===== src/aabb_cr_pkg.sv =====
package aabb_cr_pkg;

    // field widths fixed by the interface
    localparam int COORD_WIDTH = 16;
    localparam int SIZE_WIDTH  = 14;
    localparam int DIR_WIDTH   = 3;
    localparam int ID_WIDTH    = 16;

    // working width for edge sums and differences (coord + size, plus sign headroom)
    localparam int EXT_WIDTH = COORD_WIDTH + 2;

    // hit direction codes
    typedef enum logic [DIR_WIDTH-1:0] {
        DIR_NONE   = 3'd0,
        DIR_TOP    = 3'd1,
        DIR_BOTTOM = 3'd2,
        DIR_LEFT   = 3'd3,
        DIR_RIGHT  = 3'd4
    } dir_t;

    // moving object rectangle
    typedef struct packed {
        logic signed [COORD_WIDTH-1:0] left;
        logic signed [COORD_WIDTH-1:0] top;
        logic        [SIZE_WIDTH-1:0]  width;
        logic        [SIZE_WIDTH-1:0]  height;
    } obj_t;

    // sign extend a coordinate to the working width
    function automatic logic signed [EXT_WIDTH-1:0] ext_coord(
        input logic signed [COORD_WIDTH-1:0] v
    );
        return {{(EXT_WIDTH-COORD_WIDTH){v[COORD_WIDTH-1]}}, v};
    endfunction

    // zero extend a size to the working width
    function automatic logic signed [EXT_WIDTH-1:0] ext_size(
        input logic [SIZE_WIDTH-1:0] v
    );
        return $signed({{(EXT_WIDTH-SIZE_WIDTH){1'b0}}, v});
    endfunction

    // clamp a working-width value into the coordinate range
    function automatic logic signed [COORD_WIDTH-1:0] sat_coord(
        input logic signed [EXT_WIDTH-1:0] v
    );
        logic signed [EXT_WIDTH-1:0] max_v;
        logic signed [EXT_WIDTH-1:0] min_v;
        max_v = EXT_WIDTH'((1 <<< (COORD_WIDTH-1)) - 1);
        min_v = -EXT_WIDTH'(1 <<< (COORD_WIDTH-1));
        if (v > max_v) begin
            return COORD_WIDTH'(max_v);
        end else if (v < min_v) begin
            return COORD_WIDTH'(min_v);
        end
        return v[COORD_WIDTH-1:0];
    endfunction

endpackage


===== src/aabb_cr_classify.sv =====
module aabb_cr_classify (
    input  aabb_cr_pkg::obj_t                              obj,
    input  logic signed [aabb_cr_pkg::COORD_WIDTH-1:0]     rect_left,
    input  logic signed [aabb_cr_pkg::COORD_WIDTH-1:0]     rect_top,
    input  logic        [aabb_cr_pkg::SIZE_WIDTH-1:0]      rect_width,
    input  logic        [aabb_cr_pkg::SIZE_WIDTH-1:0]      rect_height,
    output aabb_cr_pkg::dir_t                              dir,
    output logic signed [aabb_cr_pkg::COORD_WIDTH-1:0]     new_left,
    output logic signed [aabb_cr_pkg::COORD_WIDTH-1:0]     new_top
);

    logic signed [aabb_cr_pkg::EXT_WIDTH-1:0] ol, ot, orr, ob;
    logic signed [aabb_cr_pkg::EXT_WIDTH-1:0] rl, rt, rr, rb;
    logic signed [aabb_cr_pkg::EXT_WIDTH-1:0] ow, oh;
    logic signed [aabb_cr_pkg::EXT_WIDTH-1:0] pen_left, pen_right, pen_top, pen_bottom;
    logic                                     h_overlap, v_overlap;

    // edges of both rectangles
    always_comb begin
        ol  = aabb_cr_pkg::ext_coord(obj.left);
        ot  = aabb_cr_pkg::ext_coord(obj.top);
        ow  = aabb_cr_pkg::ext_size(obj.width);
        oh  = aabb_cr_pkg::ext_size(obj.height);
        orr = ol + ow;
        ob  = ot + oh;
        rl  = aabb_cr_pkg::ext_coord(rect_left);
        rt  = aabb_cr_pkg::ext_coord(rect_top);
        rr  = rl + aabb_cr_pkg::ext_size(rect_width);
        rb  = rt + aabb_cr_pkg::ext_size(rect_height);
    end

    // penetration depths and axis overlaps
    assign pen_left   = orr - rl;
    assign pen_right  = rr - ol;
    assign pen_top    = ob - rt;
    assign pen_bottom = rb - ot;

    assign h_overlap = (ol <= rl && orr > rl) || (ol < rr && orr >= rr)
                    || (ol >= rl && orr <= rr);
    assign v_overlap = (ot <= rt && ob > rt) || (ot < rb && ob >= rb)
                    || (ot >= rt && ob <= rb);

    // classification: vertical first, side hits yield to a shallower vertical one
    always_comb begin
        dir = aabb_cr_pkg::DIR_NONE;
        if (h_overlap) begin
            if (ot < rt && ob > rt) begin
                dir = aabb_cr_pkg::DIR_TOP;
            end
            if (ot < rb && ob > rb) begin
                dir = aabb_cr_pkg::DIR_BOTTOM;
            end
        end
        if (v_overlap) begin
            if (ol < rl && orr > rl) begin
                if (dir == aabb_cr_pkg::DIR_TOP && pen_top < pen_left) begin
                    dir = aabb_cr_pkg::DIR_TOP;
                end else if (dir == aabb_cr_pkg::DIR_BOTTOM && pen_bottom < pen_left) begin
                    dir = aabb_cr_pkg::DIR_BOTTOM;
                end else begin
                    dir = aabb_cr_pkg::DIR_LEFT;
                end
            end
            if (ol < rr && orr > rr) begin
                if (dir == aabb_cr_pkg::DIR_TOP && pen_top < pen_right) begin
                    dir = aabb_cr_pkg::DIR_TOP;
                end else if (dir == aabb_cr_pkg::DIR_BOTTOM && pen_bottom < pen_right) begin
                    dir = aabb_cr_pkg::DIR_BOTTOM;
                end else begin
                    dir = aabb_cr_pkg::DIR_RIGHT;
                end
            end
        end
    end

    // push-out along the hit direction
    always_comb begin
        new_left = obj.left;
        new_top  = obj.top;
        unique case (dir)
            aabb_cr_pkg::DIR_TOP:    new_top  = aabb_cr_pkg::sat_coord(rt - oh);
            aabb_cr_pkg::DIR_BOTTOM: new_top  = aabb_cr_pkg::sat_coord(rb);
            aabb_cr_pkg::DIR_LEFT:   new_left = aabb_cr_pkg::sat_coord(rl - ow);
            aabb_cr_pkg::DIR_RIGHT:  new_left = aabb_cr_pkg::sat_coord(rr);
            default: ;
        endcase
    end

endmodule


===== src/aabb_cr_collision_resolver_unit.sv =====
// aabb_collision_resolver_unit: one moving object is pushed out of a stream of
// reference rectangles. A load transaction (mode 0) sets the object rectangle
// and clears the last-hit record; a test transaction (mode 1) checks one
// reference rectangle, reports the hit direction, and moves the object, which
// the next transaction sees. Every transaction yields exactly one result.
// Throughput is one transaction per cycle while the result side keeps m_ready high;
// the result passes through the input register, then classify and push-out logic into
// the result register, which also updates the object state.
module aabb_collision_resolver_unit #(
    parameter int ID_WIDTH = aabb_cr_pkg::ID_WIDTH
) (
    input  logic                                       aclk,
    input  logic                                       aresetn,
    input  logic                                       s_valid,
    output logic                                       s_ready,
    input  logic                                       s_mode,
    input  logic signed [aabb_cr_pkg::COORD_WIDTH-1:0] s_rect_left,
    input  logic signed [aabb_cr_pkg::COORD_WIDTH-1:0] s_rect_top,
    input  logic        [aabb_cr_pkg::SIZE_WIDTH-1:0]  s_rect_width,
    input  logic        [aabb_cr_pkg::SIZE_WIDTH-1:0]  s_rect_height,
    input  logic        [ID_WIDTH-1:0]                 s_ref_id,
    output logic                                       m_valid,
    input  logic                                       m_ready,
    output logic        [aabb_cr_pkg::DIR_WIDTH-1:0]   m_hit_direction,
    output logic signed [aabb_cr_pkg::COORD_WIDTH-1:0] m_obj_left_out,
    output logic signed [aabb_cr_pkg::COORD_WIDTH-1:0] m_obj_top_out,
    output logic        [aabb_cr_pkg::DIR_WIDTH-1:0]   m_last_direction,
    output logic        [ID_WIDTH-1:0]                 m_last_id
);

    // input register
    logic                                       in_valid_reg;
    logic                                       in_mode_reg;
    logic signed [aabb_cr_pkg::COORD_WIDTH-1:0] in_left_reg;
    logic signed [aabb_cr_pkg::COORD_WIDTH-1:0] in_top_reg;
    logic        [aabb_cr_pkg::SIZE_WIDTH-1:0]  in_width_reg;
    logic        [aabb_cr_pkg::SIZE_WIDTH-1:0]  in_height_reg;
    logic        [ID_WIDTH-1:0]                 in_id_reg;

    // object state
    aabb_cr_pkg::obj_t obj_reg, obj_next;
    aabb_cr_pkg::dir_t last_dir_reg, last_dir_next;
    logic [ID_WIDTH-1:0] last_id_reg, last_id_next;

    // result register
    logic              out_valid_reg;
    aabb_cr_pkg::dir_t out_dir_reg, out_dir_next;

    aabb_cr_pkg::dir_t                          hit_dir;
    logic signed [aabb_cr_pkg::COORD_WIDTH-1:0] push_left;
    logic signed [aabb_cr_pkg::COORD_WIDTH-1:0] push_top;
    logic                                       advance;

    // a transaction moves on when the result slot is free or being drained
    assign advance = in_valid_reg && (!out_valid_reg || m_ready);
    assign s_ready = !in_valid_reg || advance;

    // input register
    always_ff @(posedge aclk) begin
        if (!aresetn) begin
            in_valid_reg <= 1'b0;
        end else if (s_ready) begin
            in_valid_reg <= s_valid;
        end
    end

    always_ff @(posedge aclk) begin
        if (s_valid && s_ready) begin
            in_mode_reg   <= s_mode;
            in_left_reg   <= s_rect_left;
            in_top_reg    <= s_rect_top;
            in_width_reg  <= s_rect_width;
            in_height_reg <= s_rect_height;
            in_id_reg     <= s_ref_id;
        end
    end

    aabb_cr_classify u_classify (
        .obj         (obj_reg),
        .rect_left   (in_left_reg),
        .rect_top    (in_top_reg),
        .rect_width  (in_width_reg),
        .rect_height (in_height_reg),
        .dir         (hit_dir),
        .new_left    (push_left),
        .new_top     (push_top)
    );

    // next object state and result direction
    always_comb begin
        obj_next      = obj_reg;
        last_dir_next = last_dir_reg;
        last_id_next  = last_id_reg;
        out_dir_next  = aabb_cr_pkg::DIR_NONE;
        if (!in_mode_reg) begin
            obj_next.left   = in_left_reg;
            obj_next.top    = in_top_reg;
            obj_next.width  = in_width_reg;
            obj_next.height = in_height_reg;
            last_dir_next   = aabb_cr_pkg::DIR_NONE;
            last_id_next    = '0;
        end else begin
            obj_next.left = push_left;
            obj_next.top  = push_top;
            out_dir_next  = hit_dir;
            if (hit_dir != aabb_cr_pkg::DIR_NONE) begin
                last_dir_next = hit_dir;
                last_id_next  = in_id_reg;
            end
        end
    end

    // object state update
    always_ff @(posedge aclk) begin
        if (!aresetn) begin
            obj_reg      <= '0;
            last_dir_reg <= aabb_cr_pkg::DIR_NONE;
            last_id_reg  <= '0;
        end else if (advance) begin
            obj_reg      <= obj_next;
            last_dir_reg <= last_dir_next;
            last_id_reg  <= last_id_next;
        end
    end

    // result register
    always_ff @(posedge aclk) begin
        if (!aresetn) begin
            out_valid_reg <= 1'b0;
        end else if (advance) begin
            out_valid_reg <= 1'b1;
        end else if (m_ready) begin
            out_valid_reg <= 1'b0;
        end
    end

    always_ff @(posedge aclk) begin
        if (advance) begin
            out_dir_reg <= out_dir_next;
        end
    end

    // outputs: position and last-hit record come straight from the state
    assign m_valid          = out_valid_reg;
    assign m_hit_direction  = out_dir_reg;
    assign m_obj_left_out   = obj_reg.left;
    assign m_obj_top_out    = obj_reg.top;
    assign m_last_direction = last_dir_reg;
    assign m_last_id        = last_id_reg;

endmodule


===== config.mk =====
export PLATFORM = sky130hd
export DESIGN_NAME = aabb_collision_resolver_unit
export DESIGN_NICKNAME = d
export VERILOG_FILES = /design/src/aabb_cr_pkg.sv /design/src/aabb_cr_classify.sv /design/src/aabb_cr_collision_resolver_unit.sv
export SDC_FILE = /design/constraint.sdc
export NUM_CORES = 1
export LEC_CHECK = 0
export BUFFER_PORTS_ARGS = -buffer_cell sky130_fd_sc_hd__buf_2
export CORE_MARGIN = 3
export CORE_UTILIZATION = 30
export DETAILED_ROUTE_END_ITERATION = 8
export GPL_TIMING_DRIVEN = 1
export PLACE_DENSITY = 0.5
export REMOVE_ABC_BUFFERS = 1
export SETUP_SLACK_MARGIN = 0.1
export SLEW_MARGIN = 25
export SYNTH_ARGS = -nofsm -noshare
export SYNTH_HDL_FRONTEND = slang
export SYNTH_SLANG_ARGS = --single-unit

===== constraint.sdc =====
create_clock -name aclk -period 7.36 [get_ports aclk]
set_clock_uncertainty 0.05 [all_clocks]
set_input_delay 0 -clock aclk [delete_from_list [all_inputs] [get_ports aclk]]
set_output_delay 0 -clock aclk [all_outputs]
set_load 0.01 [all_outputs]

==> results of run 1 <==
cell families after synthesis:
family / Yosys count / share of synthesized area (%)
compound gates: 670 / 26.14
flops: 161 / 23.35
mux: 13 / 0.7623
xor+xnor: 108 / 5.735
simple gates: 566 / 15.97
buf+inv: 269 / 6.708
fa+ha+maj: 288 / 21.34
worst max-delay path, delay by kind of cell, from the launching register on:
family	cells	cell delay [ns]
AOI/OAI and AO/OA	17	3.03
xor gates and xnor gates	1	0.26
adders and majority gates	4	1.23
buffers and inverters	1	0.16
DFF	1	0.44
muxes	1	0.13
and+or+nand+nor	7	1.51
repair_timing:
| action | 4_1_cts | 5_1_grt |
|---|---|---|
| hold endpoints to repair | 79 | 0 |
| gates cloned | 0 | 3 |
| buffers inserted | 0 | 16 |
| pin swaps | 0 | 26 |
| hold buffers | 80 | 0 |
| setup endpoints to repair | 21 | 54 |
| resized for setup | 2 | 70 |
layout by cell type (no fill, tap or decap), types with 33 or more instances in the layout:
master	count
inv_1	189
dlygate4sd3_1	80
nor2_1	133
xor2_1	33
o21a_1	44
nor3_1	38
o21ai_0	104
nand2_1	171
nor2b_1	37
a21oi_1	158
ha_1	272
edfxtp_1	80
buf_4	75
dfxtp_1	80
xnor2_1	68
buf_2	136
nand2b_1	38
a21o_1	61
report_power, final:
| part | total (uW) | switching (uW) | internal (uW) | leakage [uW] |
|---|---|---|---|---|
| Combinational | 3270 | 1880 | 1380 | 0.00753 |
| Sequential | 1080 | 70.3 | 1010 | 0.00144 |
| Clock | 967 | 427 | 540 | 0.000315 |
routing by layer:
layer | GRT usage (%) | up-vias
li1 | - | 8119
met1 | 27.22 | 7724
met2 | 31.22 | 517
met3 | 3.075 | 72
met4 | 4.984 | 0
met5 | 0 | -
stage by stage:
stage               cell area [um2]  power, uW  setup WS (ns)
detailed placement            18980       4065        0.03701
floorplan                     16790       3074         0.4638
CTS                           20410       5106        0.09322
finish                        20860       5313         0.4082
global placement              18970       4015        0.03290
global route                  20860       5723        0.05654
final cells by class:
cell class,instances,area (um2)
fill,5901,35740
multi-input combinational,1645,12320
sequential,161,4025
timing repair buffer,300,2231
tap,756,945.9
inverter,190,715.7
clock buffer,23,554.3
clock inverter,9,76.32
how the worst max path moves through the flow:
| stage | depth (start not counted) | slack (ns) | end |
|---|---|---|---|
| floorplan | 29 | 0.46 | m_obj_left_out[14]$_SDFFE_PN0P_ |
| global placement | 31 | 0.03 | m_obj_left_out[0]$_SDFFE_PN0P_ |
| global route | 32 | 0.06 | m_obj_left_out[11]$_SDFFE_PN0P_ |
| finish | 31 | 0.41 | m_obj_top_out[6]$_SDFFE_PN0P_ |
| CTS | 33 | 0.09 | m_obj_left_out[0]$_SDFFE_PN0P_ |
| detailed placement | 31 | 0.04 | m_obj_left_out[12]$_SDFFE_PN0P_ |
==> flow_summary.json, run 1 <==
{
  "synth_edf_count": 80,
  "outcome": "finished clean",
  "top_level_ports": 137,
  "fin_setup_tns_ns": 0,
  "synthMostInstantiatedCell": "ha_1",
  "cts_inserted_buffers": 17,
  "start_util_pct": 30.45,
  "async_reset_ff_share_pct": 0,
  "min_path_cells": 3,
  "syn_to_final_growth_pct": 21.06,
  "yosysTopAreaCell": "ha_1",
  "rr_endpoint": "m_obj_top_out[6]$_SDFFE_PN0P_",
  "critPathKind": "flop to flop",
  "hp-start": "aresetn",
  "fin_util_pct": 36.86,
  "hold_path_class": "input port to flop",
  "root_buffer": "clkbuf_16",
  "grt_start_max_net_pins": 51,
  "final-max-slew-violation-count": 0,
  "grt-ovfl-total": 0,
  "netlist_area_um2": 17230,
  "fp.dieArea_um2": 60360,
  "clock_sinks": 161,
  "grt_use_total_pct": 19.48,
  "grt_pass1_vias": 15591,
  "min_period_ns": 6.952,
  "wl_met3_um": 3540,
  "vias": 16432,
  "insertion_delay_ns": 0.50,
  "largest_reg_flops": 28,
  "setup-violations-final": 0,
  "ys_top_cells_by_area": "ha_1 (20%), edfxtp_1 (14%), dfxtp_1 (9.4%), a21oi_1 (4.8%), inv_1 (4.1%)",
  "slowest_stage": "nor2_1",
  "worstPathArrival_ns": 7.22,
  "max_stage_delay_ns": 0.60,
  "fmax_mhz": 143.8,
  "synth_cell_types": 88,
  "firstDrtPassIters": 7,
  "stdcell_count": 3084,
  "syn-mean-instance-area_um2": 8.306,
  "holdWs_ns": 0.08166,
  "gp_congestion": 0.9499,
  "drc": 0,
  "endpoint_kind": "flop",
  "routedWlPerCell_um": 19.42,
  "ys_top_cells_by_count": "ha_1 (277), inv_1 (189), nand2_1 (171)",
  "clk_pin_slew_ns": 0.08,
  "hold_viol_final": 0,
  "vias_per_cell": 5.328,
  "startpoint": "in_left_reg[0]$_DFFE_PP_",
  "min_period_over_period_pct": 94.45,
  "antenna_found_initial": 0,
  "dp.cells": 2953,
  "ys_seq_elements": 161,
  "max-slew-margin-rel_pct": 49.68,
  "synth-seq-area-share_pct": 23.35,
  "ys_warn_count": 0,
  "peakVddDrop_mv": 0.1967,
  "start_kind": "flop",
  "r2r_start": "in_left_reg[0]$_DFFE_PP_",
  "n_antenna_cell": 0,
  "grt_pass1_wl_um": 90910,
  "drt-total-wl_um": 59890,
  "num_rows": 87,
  "cellLeakagePower_uw": 0.009285,
  "holdPathEnd": "m_obj_left_out[14]$_SDFFE_PN0P_",
  "pwr_density_cell_nw_per_um2": 254.6,
  "wl_met2_um": 26920,
  "dr.first_iter.drc_count": 1256,
  "syn_inst": 2075,
  "port_buffers": 136,
  "ys.flop_type": "dfxtp_1",
  "die_y_um": 245.7,
  "cts_tree": "done",
  "worstRegToRegCells": 31,
  "met1_length_um": 28300,
  "cts_buffer_depth": 2,
  "tightest_slew_ns": 0.7521,
  "rsz0062_at_grt": "false",
  "die_w_um": 245.7,
  "fin_nets": 2683,
  "drive_above_1_share_pct": 13.66,
  "path_max_fanout": 6,
  "yosysTopAreaCellShare_pct": 20.11,
  "cap_violations": 0,
  "cts-htree-levels": 4,
  "hpwl_um": 47180,
  "core-area_um2": 56600,
  "reg2reg_slack_ns": 0.41,
  "routed.top_layer": "met4",
  "drtAntennaViolNets": 0,
  "cp.required_ns": 7.63
}
No activity file was read; power rests on OpenSTA's default activity.
==> inputs of run 2 (changes only) <==
clock period = 8.6 ns   (was 7.36 ns; I/O delays follow)
==> run 2 against run 1 <==
Net effect:
- die area stayed put
- clock-buffer cell count is 6 lower
- hold slack worse by 0.014 ns
- combinational power decreased by 24%
- total power is 22% lower
- routed wire length is 5.1% lower
- first-iteration DRC count decreased by 6.8%
- fmax fell by 13%
- register-to-register slack better by 0.23 ns
- highest routed layer unchanged
- worst setup slack gained 0.23 ns
- non-clock buffer count is 65 lower
- clock power decreased by 23%
==> flow_summary.json, run 2 (synthesis results as in run 1) <==
{
  "die_w_um": 245.7,
  "grt-ovfl-total": 0,
  "worstRegToRegCells": 32,
  "reg2reg_slack_ns": 0.64,
  "cts-htree-levels": 4,
  "final-max-slew-violation-count": 0,
  "peakVddDrop_mv": 0.1668,
  "cts_inserted_buffers": 17,
  "pwr_density_cell_nw_per_um2": 209.0,
  "syn_to_final_growth_pct": 15.70,
  "hp-start": "aresetn",
  "grt_pass1_vias": 15198,
  "rr_endpoint": "m_obj_left_out[12]$_SDFFE_PN0P_",
  "antenna_found_initial": 1,
  "largest_reg_flops": 28,
  "drtAntennaViolNets": 0,
  "min_period_ns": 7.961,
  "core-area_um2": 56600,
  "cellLeakagePower_uw": 0.008848,
  "grt_start_max_net_pins": 50,
  "hpwl_um": 45700,
  "die_y_um": 245.7,
  "setup-violations-final": 0,
  "num_rows": 87,
  "cts_tree": "done",
  "endpoint_kind": "flop",
  "drc": 0,
  "drive_above_1_share_pct": 9.633,
  "n_antenna_cell": 0,
  "fmax_mhz": 125.6,
  "final_common_cell": "ha_1",
  "clk_pin_slew_ns": 0.07,
  "hold_path_class": "input port to flop",
  "drt-total-wl_um": 56810,
  "hold_viol_final": 0,
  "top_level_ports": 137,
  "vias": 15912,
  "rsz0062_at_grt": "false",
  "cp-endpoint": "m_obj_left_out[12]$_SDFFE_PN0P_",
  "critPathKind": "flop to flop",
  "cts_buffer_depth": 2,
  "routedWlPerCell_um": 18.82,
  "port_buffers": 136,
  "fp.dieArea_um2": 60360,
  "vias_per_cell": 5.271,
  "path_max_fanout": 16,
  "dr.first_iter.drc_count": 1171,
  "grt_use_total_pct": 18.57,
  "cap_violations": 0,
  "gp_congestion": 0.9584,
  "worstPathArrival_ns": 8.32,
  "path_common_cell": "a21oi_1",
  "max_stage_delay_ns": 0.61,
  "min_period_over_period_pct": 92.57,
  "outcome": "finished clean",
  "grt_pass1_wl_um": 86630,
  "fin_nets": 2618,
  "max-slew-margin-rel_pct": 35.37,
  "fin_setup_tns_ns": 0,
  "start_kind": "flop",
  "slowest_stage": "o211ai_4",
  "cp.required_ns": 8.96,
  "clock_sinks": 161,
  "fin_util_pct": 35.23,
  "startpoint": "in_top_reg[1]$_DFFE_PP_",
  "insertion_delay_ns": 0.48,
  "start_util_pct": 30.45,
  "firstDrtPassIters": 7,
  "r2r_start": "in_top_reg[1]$_DFFE_PP_",
  "final_cell_mix": "ha_1 (277), inv_1 (189), nand2_1 (171), a21oi_1 (164), buf_2 (136)",
  "root_buffer": "clkbuf_16",
  "p_total_uw": 4167,
  "tightest_slew_ns": 0.9694
}
## run 2: cell types whose count changed in the layout (fill, tap and decap cells not counted), moves of 6 or more
cell,change
o21ai_1,-16
inv_6,+6
buf_4,-56
a21oi_2,-6
a21oi_1,+6
a21boi_0,+7
clkbuf_16,-8
o21ai_0,+18
## run 2: timing repair
item                                    CTS  global route
hold buffers                             80             0
endpoints found under the setup margin    0            30
endpoints found under the hold margin    79             0
buffers inserted                          0             0
gates resized for setup                   0             3
## run 2: worst min path at each step
stage / end / depth (start not counted)
finish: m_obj_left_out[14]$_SDFFE_PN0P_ / 3
global route: m_obj_left_out[14]$_SDFFE_PN0P_ / 3
CTS: m_obj_left_out[14]$_SDFFE_PN0P_ / 3
detailed placement: in_id_reg[8]$_DFFE_PP_ / 1
global placement: in_id_reg[0]$_DFFE_PP_ / 1
floorplan: in_height_reg[0]$_DFFE_PP_ / 0
## run 2: power by group
| group | internal [uW] | switching [uW] |
|---|---|---|
| combinational | 1010 | 1490 |
| clock | 377 | 363 |
| sequential | 863 | 70.7 |
## run 2: routing by layer
metal	wire (um)	up-vias	GRT usage, %	part of all wire [%]
li1	-	8007	-	-
met1	26580	7394	25.25	47
met2	25670	447	29.53	45
met3	3560	64	4.242	6.3
met4	998	0	4.967	1.8
met5	0	-	0	0
## run 2: worst max-delay path, delay by kind of cell, from the launching register on
family | cells | cell delay (ns)
multiplexers | 1 | 0.21
AND/OR/NAND/NOR | 8 | 1.19
adder cells (fa/ha/maj) | 3 | 1.24
buffers and inverters | 2 | 0.33
flip-flops | 1 | 0.54
AO/OA/AOI/OAI | 17 | 4.00
XOR/XNOR | 1 | 0.32
## run 2: area by class of cell
type                       count  area, um2
clock buffer                  17      425.4
clock inverter                15      123.9
fill                        5890      36660
inverter                     190      713.2
multi-input combinational   1645      12080
sequential                   161       4024
tap                          756      945.9
timing repair buffer         235       1624
## run 2: through the flow
step | setup slack (ns) | hold WS, ns | cell area (um2) | instances
detailed placement | 0.5059 | 0.1281 | 18570 | 2907
global route | 0.1064 | 0.06586 | 19940 | 3019
finish | 0.6386 | 0.06726 | 19940 | 3019
global placement | 0.6209 | 0.1259 | 18570 | 2907
floorplan | 1.704 | 0.04887 | 16790 | 1996
CTS | 0.4549 | 0.01076 | 19920 | 3019
